--- config.mk ---
export PLATFORM = sky130hd
export DESIGN_NAME = lms_weight_delta_flat
export DESIGN_NICKNAME = d
export VERILOG_FILES = /design/src/lwd_pkg.sv /design/src/lwd_if.sv /design/src/lwd_ram.sv /design/src/lwd_qmul.sv /design/src/lms_weight_delta.sv /design/src/flat_wrapper.sv
export SDC_FILE = /design/constraint.sdc
export NUM_CORES = 2
export LEC_CHECK = 0
export ABC_AREA = 1
export BUFFER_PORTS_ARGS = -buffer_cell sky130_fd_sc_hd__buf_2
export CAP_MARGIN = 5
export CELL_PAD_IN_SITES_DETAIL_PLACEMENT = 1
export CELL_PAD_IN_SITES_GLOBAL_PLACEMENT = 2
export CORE_UTILIZATION = 36
export CTS_CLUSTER_DIAMETER = 200
export DETAILED_ROUTE_END_ITERATION = 10
export HOLD_SLACK_MARGIN = 0.06
export PLACE_DENSITY_LB_ADDON = 0.3
export SYNTH_ARGS = -nofsm -noshare
export SYNTH_HDL_FRONTEND = slang
export SYNTH_SLANG_ARGS = --single-unit
--- constraint.sdc ---
create_clock -name clock -period 11.9 [get_ports clock]
set_input_delay 3.57 -clock clock [delete_from_list [all_inputs] [get_ports clock]]
set_output_delay 3.57 -clock clock [all_outputs]
set_load 0.03 [all_outputs]
--- src/lwd_pkg.sv ---
// ----------------------------------------------------------------------------
// lwd_pkg
// Shared types, sizes and helpers for the LMS weight delta block.
// ----------------------------------------------------------------------------
package lwd_pkg;

   localparam int MAX_LINKS = 32;
   localparam int IDX_W     = $clog2(MAX_LINKS);
   localparam int WORD_W    = 32;
   localparam int DWORD_W   = 64;
   localparam int FRAC_W    = 16;
   localparam int LINK_W    = 5;
   localparam int CSR_IDX_W = 2;

   typedef logic signed [WORD_W-1:0]  word_type;
   typedef logic signed [DWORD_W-1:0] dword_type;
   typedef logic [IDX_W-1:0]          idx_type;
   typedef logic [LINK_W-1:0]         link_type;
   typedef logic [CSR_IDX_W-1:0]      csr_idx_type;

   localparam csr_idx_type REG_WEIGHT_RATE   = 2'd0;
   localparam csr_idx_type REG_BIAS_RATE     = 2'd1;
   localparam csr_idx_type REG_TIME_SCALE    = 2'd2;
   localparam csr_idx_type REG_FEEDBACK_GAIN = 2'd3;

   localparam word_type WORD_MAX       = 32'sh7fff_ffff;
   localparam word_type WORD_MIN       = 32'sh8000_0000;
   localparam word_type TIME_SCALE_RST = 32'sh0001_0000;

   // saturate a wide signed value to one word
   function automatic word_type sat_word(input dword_type v);
      word_type r;
      if (v > DWORD_W'(WORD_MAX)) begin
         r = WORD_MAX;
      end else if (v < DWORD_W'(WORD_MIN)) begin
         r = WORD_MIN;
      end else begin
         r = v[WORD_W-1:0];
      end
      return r;
   endfunction

endpackage

--- src/lwd_if.sv ---
// ----------------------------------------------------------------------------
// lwd_if
// Valid/ready channels of the LMS weight delta block.
// ----------------------------------------------------------------------------
interface lwd_req_if;
   logic              valid;
   logic              ready;
   lwd_pkg::word_type weight;
   lwd_pkg::word_type afferent;
   logic              present;
   lwd_pkg::word_type target;
   logic              is_last;

   modport source (output valid, weight, afferent, present, target, is_last, input ready);
   modport sink   (input valid, weight, afferent, present, target, is_last, output ready);
endinterface

interface lwd_rsp_if;
   logic              valid;
   logic              ready;
   lwd_pkg::link_type link_index;
   lwd_pkg::word_type weight_delta;
   logic              clear_weight;
   lwd_pkg::word_type feedback;
   logic              last_result;

   modport source (output valid, link_index, weight_delta, clear_weight, feedback,
                   last_result, input ready);
   modport sink   (input valid, link_index, weight_delta, clear_weight, feedback,
                   last_result, output ready);
endinterface

interface lwd_csr_if;
   logic                 valid;
   logic                 ready;
   lwd_pkg::csr_idx_type index;
   lwd_pkg::word_type    data;

   modport source (output valid, index, data, input ready);
   modport sink   (input valid, index, data, output ready);
endinterface

--- src/lwd_ram.sv ---
// ----------------------------------------------------------------------------
// lwd_ram
// Generic single write port, single read port RAM with registered read.
// ----------------------------------------------------------------------------
module lwd_ram #(
   parameter int WIDTH = 8,
   parameter int DEPTH = 2
) (
   input  logic                     clock,
   input  logic                     wr_en,
   input  logic [$clog2(DEPTH)-1:0] wr_addr,
   input  logic [WIDTH-1:0]         wr_data,
   input  logic [$clog2(DEPTH)-1:0] rd_addr,
   output logic [WIDTH-1:0]         rd_data
);

   logic [WIDTH-1:0] mem [DEPTH];
   logic [WIDTH-1:0] rd_data_ff;

   always_ff @(posedge clock) begin
      if (wr_en) begin
         mem[wr_addr] <= wr_data;
      end
      rd_data_ff <= mem[rd_addr];
   end

   assign rd_data = rd_data_ff;

endmodule

--- src/lwd_qmul.sv ---
// ----------------------------------------------------------------------------
// lwd_qmul
// Shared Q16.16 multiplier: registered product, floor shift and saturation.
// ----------------------------------------------------------------------------
module lwd_qmul (
   input  logic              clock,
   input  lwd_pkg::word_type op_a,
   input  lwd_pkg::word_type op_b,
   output lwd_pkg::word_type q
);
   import lwd_pkg::*;

   dword_type prod_in;
   dword_type prod_ff;
   dword_type shifted;

   assign prod_in = DWORD_W'(op_a) * DWORD_W'(op_b);

   always_ff @(posedge clock) begin
      prod_ff <= prod_in;
   end

   // arithmetic shift rounds toward minus infinity
   assign shifted = prod_ff >>> FRAC_W;
   assign q       = sat_word(shifted);

endmodule

--- src/lms_weight_delta.sv ---
// ----------------------------------------------------------------------------
// lms_weight_delta
// Delta-rule learning step over a run of weight/input pairs, bias entry last.
// ----------------------------------------------------------------------------
// load: each request is taken in S_LOAD and multiplied, then S_ACC accumulates it into the sum; the next waits
// end of run: S_ERR forms the error, then S_M0 to S_M5 form the feedback and the scaled rates
// results: per link delta S_RD reads the ram, S_MUL and S_OUT use the shared multiplier, then the bias
// all multiplies go through one 32x32 multiplier with a registered product
// reset clears the sequencer, the sum, the link count and the rate and gain registers; time scale resets to one
module lms_weight_delta (
   input  logic clock,
   input  logic reset,
   lwd_req_if.sink   req_ch,
   lwd_rsp_if.source rsp_ch,
   lwd_csr_if.sink   csr_ch
);
   import lwd_pkg::*;

   localparam logic [3:0] S_LOAD = 4'd0;
   localparam logic [3:0] S_ACC  = 4'd1;
   localparam logic [3:0] S_ERR  = 4'd2;
   localparam logic [3:0] S_M0   = 4'd3;
   localparam logic [3:0] S_M1   = 4'd4;
   localparam logic [3:0] S_M2   = 4'd5;
   localparam logic [3:0] S_M3   = 4'd6;
   localparam logic [3:0] S_M4   = 4'd7;
   localparam logic [3:0] S_M5   = 4'd8;
   localparam logic [3:0] S_RD   = 4'd9;
   localparam logic [3:0] S_MUL  = 4'd10;
   localparam logic [3:0] S_OUT  = 4'd11;
   localparam logic [3:0] S_BIAS = 4'd12;

   localparam idx_type LAST_POS = IDX_W'(MAX_LINKS - 1);

   logic [3:0] state_ff, state_in;
   idx_type    cnt_ff, cnt_in;
   idx_type    j_ff, j_in;
   dword_type  sum_ff, sum_in;
   logic       last_ff, last_in;
   logic       pres_ff, pres_in;
   word_type   target_ff, target_in;
   word_type   err_ff, err_in;
   word_type   fb_ff, fb_in;
   word_type   chunk_ff, chunk_in;
   word_type   bias_ff, bias_in;

   word_type   wrate_ff, wrate_in;
   word_type   brate_ff, brate_in;
   word_type   tscale_ff, tscale_in;
   word_type   gain_ff, gain_in;

   logic       rsp_valid_ff, rsp_valid_in;
   link_type   rsp_idx_ff, rsp_idx_in;
   word_type   rsp_delta_ff, rsp_delta_in;
   logic       rsp_clr_ff, rsp_clr_in;
   word_type   rsp_fb_ff, rsp_fb_in;
   logic       rsp_last_ff, rsp_last_in;

   logic       req_accept;
   logic       out_free;
   word_type   nerr;
   word_type   mul_a, mul_b;
   word_type   qres;
   logic [WORD_W:0] ram_rdata;
   logic       lnk_pres;
   word_type   lnk_aff;

   assign req_ch.ready = (state_ff == S_LOAD);
   assign req_accept   = req_ch.valid && req_ch.ready;
   assign csr_ch.ready = 1'b1;
   assign out_free     = !rsp_valid_ff || rsp_ch.ready;
   assign nerr         = (err_ff == WORD_MIN) ? WORD_MAX : -err_ff;
   assign lnk_pres     = ram_rdata[WORD_W];
   assign lnk_aff      = ram_rdata[WORD_W-1:0];

   lwd_ram #(
      .WIDTH (WORD_W + 1),
      .DEPTH (MAX_LINKS)
   ) u_store (
      .clock   (clock),
      .wr_en   (req_accept),
      .wr_addr (cnt_ff),
      .wr_data ({req_ch.present, req_ch.afferent}),
      .rd_addr (j_ff),
      .rd_data (ram_rdata)
   );

   lwd_qmul u_qmul (
      .clock (clock),
      .op_a  (mul_a),
      .op_b  (mul_b),
      .q     (qres)
   );

   // operand select for the shared multiplier
   always_comb begin
      unique case (state_ff)
         S_M0: begin
            mul_a = gain_ff;
            mul_b = nerr;
         end
         S_M1: begin
            mul_a = wrate_ff;
            mul_b = err_ff;
         end
         S_M2, S_M4: begin
            mul_a = qres;
            mul_b = tscale_ff;
         end
         S_M3: begin
            mul_a = brate_ff;
            mul_b = err_ff;
         end
         S_MUL, S_OUT: begin
            mul_a = chunk_ff;
            mul_b = lnk_aff;
         end
         default: begin
            mul_a = req_ch.weight;
            mul_b = req_ch.afferent;
         end
      endcase
   end

   always_comb begin
      state_in     = state_ff;
      cnt_in       = cnt_ff;
      j_in         = j_ff;
      sum_in       = sum_ff;
      last_in      = last_ff;
      pres_in      = pres_ff;
      target_in    = target_ff;
      err_in       = err_ff;
      fb_in        = fb_ff;
      chunk_in     = chunk_ff;
      bias_in      = bias_ff;
      rsp_valid_in = rsp_valid_ff;
      rsp_idx_in   = rsp_idx_ff;
      rsp_delta_in = rsp_delta_ff;
      rsp_clr_in   = rsp_clr_ff;
      rsp_fb_in    = rsp_fb_ff;
      rsp_last_in  = rsp_last_ff;

      if (rsp_valid_ff && rsp_ch.ready) begin
         rsp_valid_in = 1'b0;
      end

      unique case (state_ff)
         S_LOAD: begin
            if (req_accept) begin
               pres_in   = req_ch.present;
               target_in = req_ch.target;
               last_in   = req_ch.is_last || (cnt_ff == LAST_POS);
               state_in  = S_ACC;
            end
         end
         S_ACC: begin
            if (pres_ff) begin
               sum_in = sum_ff + DWORD_W'(qres);
            end
            if (last_ff) begin
               state_in = S_ERR;
            end else begin
               cnt_in   = cnt_ff + 1'b1;
               state_in = S_LOAD;
            end
         end
         S_ERR: begin
            err_in   = sat_word(DWORD_W'(target_ff) - sum_ff);
            state_in = S_M0;
         end
         S_M0: state_in = S_M1;
         S_M1: begin
            fb_in    = qres;
            state_in = S_M2;
         end
         S_M2: state_in = S_M3;
         S_M3: begin
            chunk_in = qres;
            state_in = S_M4;
         end
         S_M4: state_in = S_M5;
         S_M5: begin
            bias_in  = qres;
            j_in     = '0;
            state_in = (cnt_ff == '0) ? S_BIAS : S_RD;
         end
         S_RD:  state_in = S_MUL;
         S_MUL: state_in = S_OUT;
         S_OUT: begin
            if (out_free) begin
               rsp_valid_in = 1'b1;
               rsp_idx_in   = LINK_W'(j_ff);
               rsp_delta_in = lnk_pres ? qres : '0;
               rsp_clr_in   = !lnk_pres;
               rsp_fb_in    = fb_ff;
               rsp_last_in  = 1'b0;
               j_in         = j_ff + 1'b1;
               state_in     = (j_ff + 1'b1 == cnt_ff) ? S_BIAS : S_RD;
            end
         end
         S_BIAS: begin
            if (out_free) begin
               rsp_valid_in = 1'b1;
               rsp_idx_in   = LINK_W'(cnt_ff);
               rsp_delta_in = bias_ff;
               rsp_clr_in   = 1'b0;
               rsp_fb_in    = fb_ff;
               rsp_last_in  = 1'b1;
               sum_in       = '0;
               cnt_in       = '0;
               state_in     = S_LOAD;
            end
         end
         default: state_in = S_LOAD;
      endcase
   end

   always_comb begin
      wrate_in  = wrate_ff;
      brate_in  = brate_ff;
      tscale_in = tscale_ff;
      gain_in   = gain_ff;
      if (csr_ch.valid && csr_ch.ready) begin
         unique case (csr_ch.index)
            REG_WEIGHT_RATE:   wrate_in  = csr_ch.data;
            REG_BIAS_RATE:     brate_in  = csr_ch.data;
            REG_TIME_SCALE:    tscale_in = csr_ch.data;
            REG_FEEDBACK_GAIN: gain_in   = csr_ch.data;
            default:           wrate_in  = wrate_ff;
         endcase
      end
   end

   always_ff @(posedge clock) begin
      if (reset) begin
         state_ff     <= S_LOAD;
         cnt_ff       <= '0;
         j_ff         <= '0;
         sum_ff       <= '0;
         rsp_valid_ff <= 1'b0;
         wrate_ff     <= '0;
         brate_ff     <= '0;
         tscale_ff    <= TIME_SCALE_RST;
         gain_ff      <= '0;
      end else begin
         state_ff     <= state_in;
         cnt_ff       <= cnt_in;
         j_ff         <= j_in;
         sum_ff       <= sum_in;
         rsp_valid_ff <= rsp_valid_in;
         wrate_ff     <= wrate_in;
         brate_ff     <= brate_in;
         tscale_ff    <= tscale_in;
         gain_ff      <= gain_in;
      end
   end

   always_ff @(posedge clock) begin
      last_ff      <= last_in;
      pres_ff      <= pres_in;
      target_ff    <= target_in;
      err_ff       <= err_in;
      fb_ff        <= fb_in;
      chunk_ff     <= chunk_in;
      bias_ff      <= bias_in;
      rsp_idx_ff   <= rsp_idx_in;
      rsp_delta_ff <= rsp_delta_in;
      rsp_clr_ff   <= rsp_clr_in;
      rsp_fb_ff    <= rsp_fb_in;
      rsp_last_ff  <= rsp_last_in;
   end

   assign rsp_ch.valid        = rsp_valid_ff;
   assign rsp_ch.link_index   = rsp_idx_ff;
   assign rsp_ch.weight_delta = rsp_delta_ff;
   assign rsp_ch.clear_weight = rsp_clr_ff;
   assign rsp_ch.feedback     = rsp_fb_ff;
   assign rsp_ch.last_result  = rsp_last_ff;

endmodule

--- src/flat_wrapper.sv ---
// flat-port wrapper written by rule: the top's interface ports become plain ports
module lms_weight_delta_flat import lwd_pkg::*;
  (clock, reset, req_ch_valid, req_ch_weight, req_ch_afferent, req_ch_present, req_ch_target, req_ch_is_last, req_ch_ready, rsp_ch_valid, rsp_ch_link_index, rsp_ch_weight_delta, rsp_ch_clear_weight, rsp_ch_feedback, rsp_ch_last_result, rsp_ch_ready, csr_ch_valid, csr_ch_index, csr_ch_data, csr_ch_ready);
  lwd_req_if req_ch_i ();
  lwd_rsp_if rsp_ch_i ();
  lwd_csr_if csr_ch_i ();
  input  logic clock;
  input  logic reset;
  input wire logic [$bits(req_ch_i.valid)-1:0] req_ch_valid;
  input wire logic [$bits(req_ch_i.weight)-1:0] req_ch_weight;
  input wire logic [$bits(req_ch_i.afferent)-1:0] req_ch_afferent;
  input wire logic [$bits(req_ch_i.present)-1:0] req_ch_present;
  input wire logic [$bits(req_ch_i.target)-1:0] req_ch_target;
  input wire logic [$bits(req_ch_i.is_last)-1:0] req_ch_is_last;
  output wire logic [$bits(req_ch_i.ready)-1:0] req_ch_ready;
  output wire logic [$bits(rsp_ch_i.valid)-1:0] rsp_ch_valid;
  output wire logic [$bits(rsp_ch_i.link_index)-1:0] rsp_ch_link_index;
  output wire logic [$bits(rsp_ch_i.weight_delta)-1:0] rsp_ch_weight_delta;
  output wire logic [$bits(rsp_ch_i.clear_weight)-1:0] rsp_ch_clear_weight;
  output wire logic [$bits(rsp_ch_i.feedback)-1:0] rsp_ch_feedback;
  output wire logic [$bits(rsp_ch_i.last_result)-1:0] rsp_ch_last_result;
  input wire logic [$bits(rsp_ch_i.ready)-1:0] rsp_ch_ready;
  input wire logic [$bits(csr_ch_i.valid)-1:0] csr_ch_valid;
  input wire logic [$bits(csr_ch_i.index)-1:0] csr_ch_index;
  input wire logic [$bits(csr_ch_i.data)-1:0] csr_ch_data;
  output wire logic [$bits(csr_ch_i.ready)-1:0] csr_ch_ready;
  assign req_ch_i.valid = req_ch_valid;
  assign req_ch_i.weight = req_ch_weight;
  assign req_ch_i.afferent = req_ch_afferent;
  assign req_ch_i.present = req_ch_present;
  assign req_ch_i.target = req_ch_target;
  assign req_ch_i.is_last = req_ch_is_last;
  assign req_ch_ready = req_ch_i.ready;
  assign rsp_ch_valid = rsp_ch_i.valid;
  assign rsp_ch_link_index = rsp_ch_i.link_index;
  assign rsp_ch_weight_delta = rsp_ch_i.weight_delta;
  assign rsp_ch_clear_weight = rsp_ch_i.clear_weight;
  assign rsp_ch_feedback = rsp_ch_i.feedback;
  assign rsp_ch_last_result = rsp_ch_i.last_result;
  assign rsp_ch_i.ready = rsp_ch_ready;
  assign csr_ch_i.valid = csr_ch_valid;
  assign csr_ch_i.index = csr_ch_index;
  assign csr_ch_i.data = csr_ch_data;
  assign csr_ch_ready = csr_ch_i.ready;
  lms_weight_delta u_core (.clock(clock), .reset(reset), .req_ch(req_ch_i), .rsp_ch(rsp_ch_i), .csr_ch(csr_ch_i));
endmodule
==> impl_metrics.tcl <==
set metrics [dict create \
    cts-root-buf "clkbuf_16" \
    fmax_mhz 90.53 \
    grt_start_max_net_pins 229 \
    synth_cells 11140 \
    core-area_sq_um 294800 \
    min_to "u_core.rsp_ch.feedback[11]" \
    cap_viol_max_count 0 \
    critPathKind "in -> reg" \
    crit_arrival_ps 11730 \
    drt_first_pass_iters 5 \
    antenna_found_initial 41 \
    clk_pin_slew_ps 60 \
    critPathCaptureType "flip-flop" \
    fin_skew_ps 102.9 \
    maxSlewHeadroom_pct 20.49 \
    seqCellArea_sq_um 44490 \
    synth_top_area_share_pct 36.18 \
    tns_ps 0 \
    die-height_um 547.2 \
    ys.flop_type "edfxtp_1" \
    dp_cells 15090 \
    yosysWarnings 0 \
    dpl.hpwl_mm 325.6 \
    start_kind "primary input" \
    gr-total-overflow 0 \
    wl_mm 442.6 \
    cts_made_buffers 170 \
    clock_sinks 1577 \
    tightest_slew_ps 1180 \
    netlist-cell-type-count 60 \
    final_cells 15400 \
    io_buffers 209 \
    grt_pass1_vias 90530 \
    initial_core_util_pct 36.29 \
    reg2reg_depth 35 \
    cts-resized-gates 0 \
    drc 0 \
    timing.rr.end "u_core.u_qmul.prod_ff[59]" \
    num_io_pins 211 \
    drv_slew 0 \
    syn_avg_cell_area_sq_um 9.602 \
    drt_first_iter_violations 7218 \
    gr-usage-all-layers_pct 29.35 \
    outcome "finished clean" \
    synth_top_area_cell "edfxtp_1" \
    final_nets 12880 \
    dieArea_sq_um 299400 \
    final_antenna_net_count 0 \
    multi_input_area_sq_um 54440 \
    post-route-period-util_pct 92.82 \
    synthTopCellsByArea "edfxtp_1 36%, fa_1 20%, nor2_1 6.2%" \
    synth_area_sq_um 107000 \
    vias 84740 \
    cts_max_path_buffers 4 \
    cts_tree "done" \
    hp-class "reg -> reg" \
    hold_viol 0 \
    cp.required_ps 12580 \
    grt_pass1_wl_mm 637.5 \
    cts_setup_buffers 0 \
    clkLatencyLatePin_ps 910 \
    crit_fanout 13 \
    drive_gt1_share_pct 8.430 \
    hold_path_depth 0 \
    cts_hold_buf 0 \
    wire_per_inst_um 28.74 \
    syn-num-nets 12680 \
    r2r_slack_ps 1300 \
    hold_start "u_core.fb_ff[11]" \
    rsz0062_at_grt "false" \
    row_count 199 \
    die_w_um 547.2 \
    period_needed_ps 11050 \
    htreeDepth 4 \
    fill_cells 33390 \
    syn2layout_area_growth_pct 11.58 \
    synth_edf_count 1289 \
    synth-seq-cells 1577 \
    routed_via_density 5.501 \
    reg2reg_from "u_core.err_ff[12]" \
    seq_area_frac_synth_pct 41.57 \
    async_flop_share_pct 0 \
    setup_viol 0 \
    place.gp.congestion 0.9408 \
]
layer usage:
metal  wire (um)  vias to the layer above  global-route usage [%]
li1            -                    37040                       -
met1      184500                    44350                   38.06
met2      212100                     2630                   49.27
met3       24110                      703                   3.532
met4       21860                       16                   13.00
met5         102                        -                       0
through the flow:
stage / hold WS [ps] / utilization (%) / setup slack (ps) / area [sq um]
floorplan: 400.3 / - / 913.5 / 107000
global placement: 403.1 / 38.63 / 69.17 / 113900
detailed placement: 405.2 / 38.63 / 102.4 / 113900
CTS: 419.5 / 40.48 / 934.0 / 119300
global route: 424.5 / 40.49 / 650.8 / 119400
finish: 416.1 / 40.50 / 854.3 / 119400
cell usage after synthesis (90+ instances only):
library cell / instances
o221ai_1: 197
nor2_1: 1760
nand2_1: 1463
a21oi_1: 463
buf_2: 108
edfxtp_1: 1289
o21ai_0: 945
fa_1: 1083
inv_1: 1611
xor2_1: 90
dfxtp_1: 288
nand3_1: 372
clkbuf_1: 375
ha_1: 313
sequential cells by signal, summed over array words and instances, names as in the netlist, 33 cells and up:
signal                  flops
u_core.u_store.mem       1056
u_core.u_qmul.prod_ff      48
u_core.sum_ff              64
u_core.u_store.rd_data     33
worst max path at each step:
stage	startpoint	to	slack, ps	depth (start not counted)
final	req_ch_afferent[8]	u_core.u_qmul.prod_ff[42]	850	25
after global routing	req_ch_weight[20]	u_core.u_qmul.prod_ff[60]	650	29
after CTS	req_ch_weight[19]	u_core.u_qmul.prod_ff[42]	930	25
after detailed placement	req_ch_weight[19]	u_core.u_qmul.prod_ff[42]	100	25
after global placement	req_ch_weight[20]	u_core.u_qmul.prod_ff[60]	70	29
after floorplan	req_ch_weight[31]	u_core.u_qmul.prod_ff[60]	910	24
cell type report:
class / instances / area share [%]
timing repair buffer: 558 / 3.218
multi-input combinational: 7384 / 45.60
sequential: 1577 / 37.27
inverter: 1651 / 5.209
antenna: 13 / 0.02725
tap: 3919 / 4.107
clock inverter: 74 / 0.6194
clock buffer: 227 / 3.953
critical path: stages:
cell	delay [ps]
buf_2	170
o21a_1	380
inv_1	460
buf_4	360
nor2_1	120
fa_1	550
inv_1	60
fa_1	520
fa_1	560
inv_1	50
fa_1	490
fa_1	500
fa_1	600
fa_1	470
fa_1	460
ha_1	400
a21oi_1	180
inv_1	70
a31oi_1	390
o21ai_0	290
a21oi_1	180
nand2_1	160
nand2_1	110
nand2_1	150
xor2_1	440
layout by cell type, fill, tap and decap left out, drive strengths merged, types with 3 or more instances in the layout:
master,count
a211oi,12
a21boi,33
a21o,11
a21oi,463
a221oi,32
a22oi,17
a31oi,81
a32oi,29
buf,558
bufinv,11
clkbuf,227
clkinv,73
clkinvlp,5
dfxtp,288
diode,13
edfxtp,1289
fa,1083
ha,313
inv,1636
nand2,1472
nand3,375
nand3b,20
nand4,43
nor2,1770
nor3,62
nor4,15
o2111ai,22
o211ai,21
o21a,71
o21ai,969
o21bai,21
o221ai,197
o22ai,78
o311ai,3
o31ai,5
or2,34
xnor2,29
xor2,90
kinds of logic after synthesis:
| group | count (synthesis) | share of synthesized area, % |
|---|---|---|
| simple gates | 3798 | 14.27 |
| buf+inv | 2181 | 7.894 |
| compound gates | 2070 | 11.36 |
| flops | 1577 | 41.57 |
| fa+ha+maj | 1396 | 23.93 |
| xor+xnor | 119 | 0.9742 |
| other cells | 1 | 0.003505 |
Power is left out: the tool's default activity adds up to more than one toggle a clock period on the data nets, which glitch-free logic cannot reach.
